`src/hdl/assert_macros.svh`:
```
// Assertion macros for the box filter block.
`ifndef ASSERT_MACROS_SVH
`define ASSERT_MACROS_SVH
`ifndef NO_ASSERTIONS
`define ASSERT_ALWAYS(lbl, expr, msg) \
  lbl: assert property (@(posedge clk) disable iff (rst) (expr)) else $error(msg);
`define ASSERT_IMPLY(lbl, ante, cons, msg) \
  lbl: assert property (@(posedge clk) disable iff (rst) (ante) |-> (cons)) else $error(msg);
`else
`define ASSERT_ALWAYS(lbl, expr, msg)
`define ASSERT_IMPLY(lbl, ante, cons, msg)
`endif
`endif

```
`src/hdl/bfb_pkg.sv`:
```
// Shared constants and types of the box filter block.
`timescale 1ns / 1ps
package bfb_pkg;
  localparam int MAX_KERNEL = 7;
  localparam int MAX_PITCH = 4096;
  localparam int COLOR_CH = 3;
  localparam int LINE_ROWS = (MAX_KERNEL > 1) ? MAX_KERNEL - 1 : 1;
  localparam int WIN_DEPTH = MAX_KERNEL * COLOR_CH;
  localparam int ROW_CAP = 8192;
  localparam int KLIM = (MAX_KERNEL % 2 == 0) ? MAX_KERNEL - 1 : MAX_KERNEL;
  localparam int KERN_W = 3;
  localparam int KTAB = 1 << KERN_W;
  localparam int DIM_W = 13;
  localparam int ADDR_W = $clog2(MAX_PITCH);
  localparam int CNT_W = $clog2(MAX_PITCH + 1);
  localparam int ROW_W = $clog2(ROW_CAP + 1);
  localparam int SLOT_W = (LINE_ROWS > 1) ? $clog2(LINE_ROWS) : 1;
  localparam int COL_W = $clog2(MAX_KERNEL * 255 + 1);
  localparam int SUM_W = $clog2(MAX_KERNEL * MAX_KERNEL * 255 + 1);
  localparam int NUM_W = $clog2(MAX_KERNEL * MAX_KERNEL * 511 + 1);
  localparam int RECIP_SHIFT = NUM_W + $clog2(2 * MAX_KERNEL * MAX_KERNEL) + 1;
  localparam int RECIP_W = RECIP_SHIFT;
  localparam int QW = 9;
  localparam int DIV_W = 2 * KERN_W + 1;

  typedef enum logic [2:0] {
    REG_KERNEL = 3'd0,
    REG_WIDTH  = 3'd1,
    REG_HEIGHT = 3'd2,
    REG_COLOR  = 3'd3,
    REG_PITCH  = 3'd4
  } cfg_reg_t;
endpackage

```
`src/hdl/bfb_cell.sv`:
```
// One cell of the window column shift chain.
`timescale 1ns / 1ps
module bfb_cell (
  input  logic                    clk,
  input  logic                    rst,
  input  logic                    shift,
  input  logic [bfb_pkg::COL_W-1:0] din,
  output logic [bfb_pkg::COL_W-1:0] dout
);
  import bfb_pkg::*;

  always_ff @(posedge clk) begin
    if (rst) begin
      dout <= '0;
    end else if (shift) begin
      dout <= din;
    end
  end
endmodule

```
`config.mk`:
```
export PLATFORM = sky130hd
export DESIGN_NAME = bfb_cell
export DESIGN_NICKNAME = d
export VERILOG_FILES = /design/src/hdl/assert_macros.svh /design/src/hdl/bfb_pkg.sv /design/src/hdl/bfb_cell.sv
export SDC_FILE = /design/constraint.sdc
export NUM_CORES = 1
export LEC_CHECK = 0
export ABC_CLOCK_PERIOD_IN_PS = 1060
export BUFFER_PORTS_ARGS = -buffer_cell sky130_fd_sc_hd__buf_4
export CAP_MARGIN = 15
export CORE_AREA = 8 8 45 47
export DETAILED_ROUTE_END_ITERATION = 6
export DIE_AREA = 0 0 53 55
export HOLD_SLACK_MARGIN = 0.02
export PLACE_DENSITY = 0.58
export SYNTH_ARGS = -nofsm -noshare
export SYNTH_HDL_FRONTEND = slang
export SYNTH_SLANG_ARGS = --single-unit
```
`constraint.sdc`:
```
create_clock -name clk -period 1.06 [get_ports clk]
set_clock_uncertainty 0.15 [all_clocks]
set_input_delay 0.265 -clock clk [delete_from_list [all_inputs] [get_ports clk]]
set_output_delay 0.265 -clock clk [all_outputs]
set_load 0.02 [all_outputs]
```
# --- Yosys cells after proc, flatten, opt, wreduce, memory -nomap -nowiden ---
# Index checks and enable logic that the tools add are counted.
word_totals:
  word_cells: 1
  in_bits: 14
  register_bits: 11

# --- Longest topological paths before layout ---
logic_depth:
  ltp_word: 0
  depth_mapped: 3
  depth_no_buf: 2

# --- Worst setup path after synthesis ---
# OpenSTA, ideal clock, no wires.
synth_timing:
  path_type: "input port to flip-flop"
  startpoint: "in shift"
  endpoint: "reg dout[0] in the netlist's numbering"
  t_required_ns: 0.782
  setup_ns: 0.128
  slack_ns: 0.165
  arrival_time_ns: 0.618
  n_path_buf: 1
  cell_stages: 3
  path_cell_list: "buf_6 -> mux2i_1 -> nor2_1"
synth_rtl:
  columns: ["item", "line_no", "source"]
  rows:
  - ["from (decl)", "bfb_cell.sv:6", "input logic shift,"]
  - ["to (signal assigned)", "bfb_cell.sv:16", "dout <= din;"]
  - ["to (decl)", "bfb_cell.sv:8", "output logic [bfb_pkg::COL_W-1:0] dout"]

# --- Worst setup path in the final report ---
layout_timing:
  startpoint: "reg dout[9] in the netlist's numbering"
  endpoint: "out dout[9] in the netlist's numbering"
# No word-level cell between the ends.

==> results.txt <==
- Largest register FFs: 11
- Pwr per Cell Area: 1390 nW/um2
* Clock root buffer: clkbuf_4
- STA classifies the critical path endpoint as a primary output.
- H-tree lvl count: 1
- The number of nets in the synthesized netlist is between 40 and 50.
- Worst setup SP type: flip-flop
* Cells taking the most area after synthesis: dfxtp_1 57%, mux2i_1 28%, nor2_1 11%
* Routed length per placed instance: 12.3 um
- Post-Route WL: 949 um
- Max-cap violations in this run came to 0.
* Maximum number of pins on one net before global-route repair: 12
- IO Pins: 25
* Site Rows: 14
- The clock passes through at most 2 buffers.
- Die Width: 53 um
* Result of the run: finished, violations left
- Most frequent standard cell in the layout excluding fill and tap cells: buf_4
- Total CTS buffers: 3
- Final-stage net count: 76
* Worst slew slack as a fraction of its limit: 87.7%
- For this run, the total global-route usage over all layers was measured as ~6.2%.
- Biggest area consumer among synthesized cells: dfxtp_1
- Number of buffers and inverters on the critical path: 1
- Share of the clock period used by the worst path after layout: 106%
- In the final layout, the registers with the most flip-flops are dout x11.
* Total overflow reported by the global router: 0
* Final setup vio count: 11
* Area growth from synthesis to layout: 68.9%
- Remaining antenna violation count after routing: 0
* Full die area: 2920 um2
* Number of fillers in the final layout: roughly 130
- Setup slack on the critical path of the routed design comes to -68.5 ps.
- The clock net in this run drives a total of 11 sinks.
- Each instance of the synthesized netlist takes up on average roughly 11 um2.
- Number of register bits inferred by synthesis: 11
- For this block, the initial DRC count from the detailed router was 3.
- Worst-path clk slew: about 70 ps
- Fraction of synthesized cell area taken by the top area cell type: 57.0%
- In this run the worst hold path is classified as in2reg.
- Multi-input gate area: 151 um2
- Along the worst path, the maximum fanout reaches 2.
- Core box area: approximately 1400 um2
* Number of buffers inserted by port buffering: 24
- In the layout the commonest cells are 13 x buf_4, 11 x mux2i_1, 11 x nor2_1, 11 x dfxtp_2, 11 x buf_6.
- Across the VDD grid, the largest voltage drop is 0.584 mV.
- The largest single stage delay on the critical path is 340 ps.
- For this run, design rule violations remaining after detail routing come to 0.
- The cell count after synthesis came out at 35.
- The via count of the first global-routing pass is 331.
* Violations in the final reports: negative setup slack
* Standard cell with the maximum stage delay on the critical path: dfxtp_2
- In this run, distinct cell masters in the synthesized netlist total 5.
* CP cell instances: buf_6
- Setup repair after global routing missed its margin: yes
- Initial antenna violation count: 0
- For this run, the number of Yosys warnings is 0.
- The cell family contributing the most delay on the critical path is flip-flops.
- Top register by number of flip-flops: dout
- The analysis attributes to cell leakage a power of 0.324 nW.
- The initial utilization of the core area, before any placement, comes to 27.9%.
- Clock latency on the worst-skew pair, taken at its later pin, is 260 ps.
* Antenna diode count: 0
* Overall via count from detail_route: around 330
- At the pin with the least slew margin, the transition time is 185 ps.
- Gpl congestion: 0.656
- The final number of hold-violating endpoints came to 0.
* Wire length of the first global-routing pass: 1320 um
* Final count of pins violating max slew: 0
* Seq. cell area: roughly 230 um2
- Post-synth design cell area: roughly 390 um2
* Req. time, crit path: between 600 and 700 ps
* Share of cells above drive strength 1: 62.3%
* Post-layout min period: roughly 1100 ps
- WS Path Type: reg2out
* Vias per inst: 4.26
- Util after Layout: about 47%
- Post-DP HPWL: 707 um
- TritonCTS built the clock tree.
- From bottom edge to top edge, the die measures 55 um.
- Critical Path AT: 710 ps
- Register area share after synthesis: between 50% and 60%
- Setup_tns: -684 ps
- TritonRoute pass-1 iters: 3
- Fmax: 886 MHz
==> power by group <==
part           total [W]  leakage, nW  switching [W]  internal, W
Combinational   0.000172        0.215      0.0000739    0.0000984
Sequential      0.000459       0.0947      0.0000162     0.000443
Clock           0.000277       0.0150       0.000132     0.000145
Total           0.000909        0.324       0.000222     0.000687
==> path summary, 6_finish.rpt <==
path,startpoint,to,slack [ps],cells after the start
worst max-delay path,dout[9],dout[9],-70,1
worst min-delay path,din[8],dout[8],80,3
worst max register to register,dout[5],dout[5],300,2
worst min register to register,dout[7],dout[7],350,2
==> cell type report <==
cell class | count | share of cell area (%)
well taps | 16 | 3.07
multi-input cells | 22 | 23.2
clock buffers | 4 | 4.02
repair buffers | 24 | 33.9
flip-flops and latches | 11 | 35.8
==> metrics by stage <==
| stage | setup WS, ps | std cells | power [W] | instance area, um2 | hold slack, ps |
|---|---|---|---|---|---|
| after floorplan | 165 | 35 | 0.000539 | 387 | 187 |
| after global placement | 65.5 | 73 | 0.000618 | 572 | 326 |
| after detailed placement | 57.8 | 73 | 0.000619 | 572 | 337 |
| after CTS | -80.3 | 77 | 0.000926 | 653 | 81.8 |
| after global routing | -106 | 77 | 0.000961 | 653 | 85.0 |
| final | -68.5 | 77 | 0.000909 | 653 | 84.7 |
==> logic make-up after synthesis <==
logic type,share of synthesized area [%]
mux,28.5
flops,57.0
simple gates,10.7
buf+inv,3.88
==> synthesized netlist by cell type (all sizes together) <==
master and instances:
buf 1, clkbuf 1, dfxtp 11, mux2i 11
nor2 11
==> layer usage <==
layer / vias up / part of all wire (%) / track usage [%]
met5: - / 0 / 0
met4: 0 / 2.0 / 6.47
met3: 2 / 19 / 3.21
met2: 16 / 42 / 9.38
met1: 144 / 37 / 5.86
li1: 166 / - / -
==> what timing repair did <==
item                                    CTS  global route
gates resized for setup                  22             0
hold buffers                              0             0
setup buffers                             0             0
pin swaps                                 0             0
endpoints found under the setup margin   11            11
No activity file was read; power rests on OpenSTA's default activity.
